$ cat config.mk
export PLATFORM = sky130hd
export DESIGN_NAME = lob_front
export DESIGN_NICKNAME = d
export VERILOG_FILES = /design/src/design/lob_pkg.sv /design/src/design/lob_front.sv
export VERILOG_INCLUDE_DIRS = /design/src /design/src/design
export SDC_FILE = /design/constraint.sdc
export NUM_CORES = 1
export LEC_CHECK = 0
export BUFFER_PORTS_ARGS = -buffer_cell sky130_fd_sc_hd__buf_2
export CAP_MARGIN = 15
export CELL_PAD_IN_SITES_DETAIL_PLACEMENT = 0
export CELL_PAD_IN_SITES_GLOBAL_PLACEMENT = 2
export CORE_UTILIZATION = 35
export CTS_CLUSTER_DIAMETER = 200
export CTS_CLUSTER_SIZE = 24
export DETAILED_ROUTE_END_ITERATION = 7
export GPL_ROUTABILITY_DRIVEN = 0
export GPL_TIMING_DRIVEN = 0
export PLACE_DENSITY_LB_ADDON = 0.1
export RECOVER_POWER = 25
export SYNTH_ARGS = -nofsm -noshare
export SYNTH_HDL_FRONTEND = slang
export SYNTH_SLANG_ARGS = --single-unit
$ cat constraint.sdc
create_clock -name clk -period 9.7 [get_ports clk]
set_clock_uncertainty 0.2 [all_clocks]
set_input_delay 1.94 -clock clk [delete_from_list [all_inputs] [get_ports clk]]
set_output_delay 1.94 -clock clk [all_outputs]
set_load 0.005 [all_outputs]
$ cat src/design/assert_macros.svh
// ---------------------------------------------------------------------------
// assert_macros.svh
// Assertion shorthands shared by the order book RTL.
// ---------------------------------------------------------------------------
`ifndef ASSERT_MACROS_SVH
`define ASSERT_MACROS_SVH

// Checked on every rising clk edge, masked while rst_n is low.
`define LOB_ASSERT(lbl, prop, msg) \
    lbl: assert property (@(posedge clk) disable iff (!rst_n) prop) else $error(msg);

// Checked on every rising clk edge, reset included.
`define LOB_ASSERT_ALWAYS(lbl, prop, msg) \
    lbl: assert property (@(posedge clk) prop) else $error(msg);

`endif

$ cat src/design/lob_pkg.sv
// ---------------------------------------------------------------------------
// lob_pkg
// Types and constants shared by the order book modules.
// ---------------------------------------------------------------------------
`timescale 1ns / 1ps
`default_nettype none

package lob_pkg;

    localparam int ORDER_SLOTS_DEF = 4096;   // must be a power of two
    localparam int LEVEL_DEPTH_DEF = 64;
    localparam int PROBE_LIMIT_DEF = 8;
    localparam int QUEUE_DEPTH     = 2;      // front-to-back command queue

    localparam logic [1:0] STAT_OK    = 2'd0;
    localparam logic [1:0] STAT_NOREF = 2'd1;
    localparam logic [1:0] STAT_FULL  = 2'd2;

    typedef enum logic [1:0] {
        OP_ADD  = 2'd0,
        OP_EXEC = 2'd1,
        OP_DEL  = 2'd2,
        OP_REPL = 2'd3
    } op_t;

    typedef enum logic [2:0] {
        ST_CLEAR,
        ST_IDLE,
        ST_PROBE,
        ST_LVL,
        ST_LVL_WAIT,
        ST_DONE
    } bk_state_t;

    typedef struct packed {
        logic [1:0]  mode;
        logic [63:0] ref_id;
        logic [63:0] replacement_id;
        logic        sell_side;
        logic [31:0] share_count;
        logic [31:0] limit_price;
        logic [15:0] stock_tag;
    } msg_t;

    typedef struct packed {
        logic [1:0]  status;
        logic [31:0] top_bid_price;
        logic [31:0] top_bid_volume;
        logic [31:0] top_ask_price;
        logic [31:0] top_ask_volume;
        logic [6:0]  bid_level_count;
        logic [6:0]  ask_level_count;
    } res_t;

    typedef struct packed {
        op_t         op;
        logic [63:0] ref_id;
        logic [63:0] replacement_id;
        logic        sell_side;
        logic [31:0] share_count;
        logic [31:0] limit_price;
        logic [15:0] stock_tag;
    } cmd_t;

    typedef struct packed {
        logic pop;
        logic clearing;
    } bk_ctl_t;

    typedef struct packed {
        logic        valid;
        logic [63:0] ref_id;
        logic [31:0] shares;
        logic [31:0] price;
        logic        is_sell;
        logic [15:0] tag;
    } slot_entry_t;

    typedef struct packed {
        logic        start;
        logic        is_add;
        logic [31:0] price;
        logic [31:0] shares;
    } lvl_cmd_t;

    typedef struct packed {
        logic        ok;
        logic [31:0] top_price;
        logic [31:0] top_volume;
    } lvl_stat_t;

endpackage

`default_nettype wire

$ cat src/design/lob_front.sv
// ---------------------------------------------------------------------------
// lob_front
// Input side: decodes each message and queues it for the back end.
// ---------------------------------------------------------------------------
`timescale 1ns / 1ps
`default_nettype none

module lob_front
    import lob_pkg::*;
(
    input  wire logic    clk,
    input  wire logic    rst_n,
    input  wire logic    msg_valid,
    input  wire msg_t    msg,
    output logic         msg_stall,
    output logic         cmd_valid,
    output cmd_t         cmd,
    input  wire bk_ctl_t bk
);

    localparam int QW = (QUEUE_DEPTH > 1) ? $clog2(QUEUE_DEPTH) : 1;

    cmd_t          q_reg [QUEUE_DEPTH];
    logic [QW-1:0] wr_ptr_reg, rd_ptr_reg;
    logic [QW:0]   cnt_reg;
    cmd_t          dec;
    logic          push;
    logic          full;

    always_comb
    begin
        dec.ref_id         = msg.ref_id;
        dec.replacement_id = msg.replacement_id;
        dec.sell_side      = msg.sell_side;
        dec.share_count    = msg.share_count;
        dec.limit_price    = msg.limit_price;
        dec.stock_tag      = msg.stock_tag;
        unique case (msg.mode)
            OP_ADD:  dec.op = OP_ADD;
            OP_EXEC: dec.op = OP_EXEC;
            OP_DEL:  dec.op = OP_DEL;
            default: dec.op = OP_REPL;
        endcase
    end

    assign full      = (cnt_reg == (QW+1)'(QUEUE_DEPTH));
    assign msg_stall = full || bk.clearing;
    assign push      = msg_valid && !msg_stall;
    assign cmd_valid = (cnt_reg != '0);
    assign cmd       = q_reg[rd_ptr_reg];

    always_ff @(posedge clk)
    begin
        if (push)
        begin
            q_reg[wr_ptr_reg] <= dec;
        end
    end

    always_ff @(posedge clk or negedge rst_n)
    begin
        if (!rst_n)
        begin
            wr_ptr_reg <= '0;
            rd_ptr_reg <= '0;
            cnt_reg    <= '0;
        end
        else
        begin
            if (push)
            begin
                wr_ptr_reg <= wr_ptr_reg + 1'b1;
            end
            if (bk.pop)
            begin
                rd_ptr_reg <= rd_ptr_reg + 1'b1;
            end
            cnt_reg <= cnt_reg + (QW+1)'(push) - (QW+1)'(bk.pop);
        end
    end

`include "assert_macros.svh"

    `LOB_ASSERT(a_pop_nonempty, bk.pop |-> cnt_reg != '0, "pop from empty queue")
    `LOB_ASSERT(a_no_take_clear, bk.clearing |-> !push, "message taken during clear pass")

endmodule

`default_nettype wire

## After elaboration in Yosys (flattened, before gate mapping)

Memory sizes are Yosys's and may differ from the RTL's.
Index checks and enable logic that the tools add are counted.

| cells by class | value |
|---|---|
| add/subtract/negate cells | 4 |
| reductions and logical operators | 5 |
| mux-type cells | 3 |
| equality and inequality tests | 3 |

Operators by type and width:

| cell | number |
|---|---|
| $pmux 2 s3 | 1 |
| $eq 2x2->1 const B | 2 |
| $add 1x1->1 const B | 2 |
| $add 2x1->2 | 1 |
| $eq 2x1->1 const B | 1 |
| $logic_not 2->1 | 1 |
| $mux 1 | 2 |
| $reduce_bool 2->1 | 1 |
| $sub 2x1->2 | 1 |
| $logic_and 1x1->1 | 1 |
| $logic_not 1->1 | 1 |
| $logic_or 1x1->1 | 1 |

| storage, ports and cells | value |
|---|---|
| logic and storage cells | 19 |
| output and inout bits | 213 |
| bits in registers | 4 |
| memories kept | 1 |
| RAM bits | 422 |
| input port bits | 216 |

Memory list:

| memory | words | width | rd ports | clocked after memory_dff | write ports | line | text |
|---|---|---|---|---|---|---|---|
| q_reg | 2 | 211 | 1 | 0 | 1 | lob_front.sv:23 | `cmd_t q_reg [QUEUE_DEPTH];` |

## Logic depth before layout (Yosys ltp)

| depth | value |
|---|---|
| word-level depth | 6 |
| mapped depth | 7 |

## Worst setup path before layout

Ideal clock, no wire load.

| timing | value |
|---|---|
| path type | input -> register |
| start point | input port bk[0] in the netlist's numbering |
| end point | memory q_reg[0][0] in the netlist's numbering (enable) |
| arrival time | 10.933 ns |
| path slack | -2.220 ns |
| path buffers | 0 |
| data required time | 8.713 ns |
| stages | 2 |
| cell sequence | nand3b_1 -> nor2_1 |

| between the ends | value |
|---|---|
| cells in the longest elaborated chain, start to end | 5 |

RTL lines:

| element | line | text |
|---|---|---|
| start, declared | lob_front.sv:18 | `input wire bk_ctl_t bk` |
| $logic_or 1x1->1 | lob_front.sv:47 | `assign msg_stall = full \|\| bk.clearing;` |
| $logic_not 1->1 | lob_front.sv:48 | `assign push = msg_valid && !msg_stall;` |
| $logic_and 1x1->1 | lob_front.sv:48 |  |
| $mux 1 | lob_front.sv:54 | `if (push)` |
| $mux 1 (implied by the code) | lob_front.sv:56 | `q_reg[wr_ptr_reg] <= dec;` |
| end, declared | lob_front.sv:23 |  |

Every way passes these cells.

## Worst setup path after layout

| timing | value |
|---|---|
| start point | input port bk[0] in the netlist's numbering |
| end point | output port msg_stall |

| between the ends | value |
|---|---|
| cells in the longest elaborated chain, start to end | 1 |

RTL lines:

| element | line | text |
|---|---|---|
| $logic_or 1x1->1 | lob_front.sv:47 |  |
| end, declared | lob_front.sv:15 | `output logic msg_stall,` |

Every way passes these cells.

==> run_results.csv <==
group,metric,value,unit
flow_run,max_cap_viol_count,0,
power_and_ir_drop,combPwrFrac,34.7,%
worst_hold_path,worstHoldPathType,"reg -> reg",
setup_path,cp-start-kind,"primary input",
power_and_ir_drop,power,5000,uW
worst_hold_path,whs_path_depth,1,
finish,fin_nets,1362,
cts,cts_setup_buffers,0,
sta,finalMaxSlewViolations,0,
detailed_routing,drcViolationCount,0,
setup_path,r2r_cells,7,
cts,cts_resized,0,
placement,pre_cts_ws,5.26,ns
cts,cts_max_level,1,
cts,clkSlewWorstSetupHoldPaths,0.09,ns
synth,yosysWarningCount,0,
global_routing,overflow,0,
finish,largest_reg_flops,422,
sta,worst_pin_slew,0.617,ns
synth,ys_ff_latch,426,
finish,drive_above_1_share,59.7,%
cts,cts-root-buf,"clkbuf_16",
sta,final_hold_viol_count,0,
power_and_ir_drop,internal-power,3640,uW
cts,clock_path_buffers,3,
sta,tns,0,ns
power_and_ir_drop,clkPwrFrac,18.7,%
synth,syn_inst,677,
sta,period_minus_slack,4.44,ns
placement,numPortBuffers,426,
global_routing,grt_pass1_vias,8209,
setup_path,crit_type,"in -> out",
sta,slew_headroom,58.8,%
floorplanning,io_pins,429,
sta,max_freq,0.225,GHz
cts,numCtsBuffers,21,
detailed_routing,detail_route.wirelength,35600,um
status,status,"completed",
placement,hpwl,26200,um
setup_path,timing.rr.end,"q_reg[0][102]$_DFFE_PP_",
global_routing,antenna_found_initial,13,
global_routing,grt_pass1_wl,51500,um
synth,seq_area_frac_synth,78.5,%
floorplanning,start_util,35.6,%
power_and_ir_drop,peakVddDrop,0.000147,V
detailed_routing,drt_iter0_markers,335,
floorplanning,core,0.0457,mm^2
synth,synth.top_cell.area_share,77.8,%
floorplanning,die_width,218,um
synth,syn_nets,895,
floorplanning,die_area,0.0474,mm^2
synth,ys_types,16,
power_and_ir_drop,swShare,27.2,%
placement,dpl-instance-area,0.0196,mm^2
synth,yosys-top-cells-area,"edfxtp_1 78%, mux2_4 17%, mux2_2 2.1%",
placement,dp_cells,1721,
setup_path,r2r_start,"cnt_reg[1]$_DFF_PN0_",
power_and_ir_drop,p_leak,0.00780,uW
setup_path,cp_max_fo,2,
finish,stdcell_count,1755,
power_and_ir_drop,powerDensity,248,mW/mm^2
global_routing,grt_max_degree,30,
detailed_routing,wire_per_inst,20.3,um
detailed_routing,drtAntennaViolNets,0,
setup_path,critPathCaptureType,"primary output",
finish,synthToLayoutAreaGrowth,23.7,%
power_and_ir_drop,switchingPower,1360,uW
sta,worst_slack,5.26,ns
sta,fin_crit_sh,45.8,%
global_routing,grtUsageTotal,14.7,%
cts,cts_tree,"yes",
detailed_routing,vias,7758,
detailed_routing,vias_per_cell,4.42,
synth,synth_top_cell_by_area,"edfxtp_1",
setup_path,critical_path_required,7.56,ns
setup_path,critPathArrivalTime,2.30,ns
cts,hold_buffers,0,
worst_hold_path,holdCritStartpoint,"cnt_reg[1]$_DFF_PN0_",
cts,worstSkewPairLatency,0.54,ns
power_and_ir_drop,sequentialPowerShare,46.5,%
floorplanning,rows,78,
worst_hold_path,min_delay_worst_endpoint,"cnt_reg[1]$_DFF_PN0_",
setup_path,ff2ff_setup_slack,6.94,ns
synth,syn-cell-area,0.0163,mm^2
finish,fin_area,0.0201,mm^2
detailed_routing,firstDrtPassIters,4,
sta,rsz0062_at_grt,"false",
cts,cts.sinks,426,
synth,syn_area_per_cell,24.0,um^2
sta,setup_viol,0,
floorplanning,die_h,218,um
==> layer usage <==
layer	share of wire, %	global-route usage (%)
met4	2.1	3.47
met3	9.3	5.96
met5	0.28	0
met1	38	16.8
met2	51	25.7
==> final cells by class <==
| type | count | area [um^2] |
|---|---|---|
| fill | 4105 | 25500 |
| sequential | 426 | 12800 |
| multi-input combinational | 223 | 3160 |
| timing repair buffer | 444 | 2520 |
| tap | 600 | 751 |
| clock buffer | 28 | 552 |
| buffer | 26 | 355 |
| antenna | 5 | 12.5 |
| clock inverter | 1 | 8.76 |
| inverter | 2 | 7.51 |
==> worst max path at each step <==
stage / start / endpoint / slack, ns / cells past startpoint
detailed placement: bk[0] / msg_stall / 5.26 / 3
global placement: bk[0] / q_reg[0][101]$_DFFE_PP_ / -8.86 / 3
CTS: bk[0] / msg_stall / 5.25 / 3
global route: bk[0] / msg_stall / 5.23 / 3
finish: bk[0] / msg_stall / 5.26 / 3
floorplan: bk[0] / q_reg[0][0]$_DFFE_PP_ / -2.22 / 2
==> critical path, cell delays in order <==
cell,delay (ns)
buf_2,0.10
nand2b_1,0.13
buf_2,0.13
==> cell usage after synthesis <==
master    number
edfxtp_1     422
mux2_4       180
mux2_2        31
buf_12        11
buf_6         10
dfrtp_1        4
buf_2          3
xnor2_1        3
clkbuf_1       2
ha_1           2
inv_1          2
nand2b_1       2
nor2_1         2
nand3b_1       1
or2_2          1
xor2_1         1
==> power groups by stage <==
stage               combinational [uW]  clock [uW]  sequential (uW)
floorplan                         1090           0             2450
global placement                  1720           0             2520
detailed placement                1790           0             2370
CTS                               1800         992             2330
global route                      1870        1040             2350
finish                            1740         937             2330
==> cells by family (layout without fill, tap and decap cells) <==
kind of cell,after synthesis,after routing,synth area share [%]
xor+xnor,4,4,0.215
other cells,0,5,0
buf+inv,28,501,2.23
fa+ha+maj,2,2,0.154
simple gates,6,6,0.208
flops,426,426,78.5
mux,211,211,18.7
==> cells in the final DEF, fill, tap and decap left out <==
cell       count
buf_12        22
clkinv_4       1
diode_2        5
mux2_4       180
buf_6         10
dfrtp_1        4
xor2_1         1
buf_16         7
ha_1           2
edfxtp_1     422
clkbuf_1      27
or2_2          1
inv_1          2
nand2b_1       2
buf_2        411
mux2_2        31
xnor2_1        3
nor2_4         2
clkbuf_16     21
nand3b_1       1
==> through the flow <==
step	util [%]	hold slack [ns]
global route	44.1	0.342
CTS	44.1	0.320
detailed placement	42.9	0.303
finish	44.1	0.321
floorplan	-	0.260
global placement	42.0	0.281
Note: power is estimated with default switching activity, not from simulation.
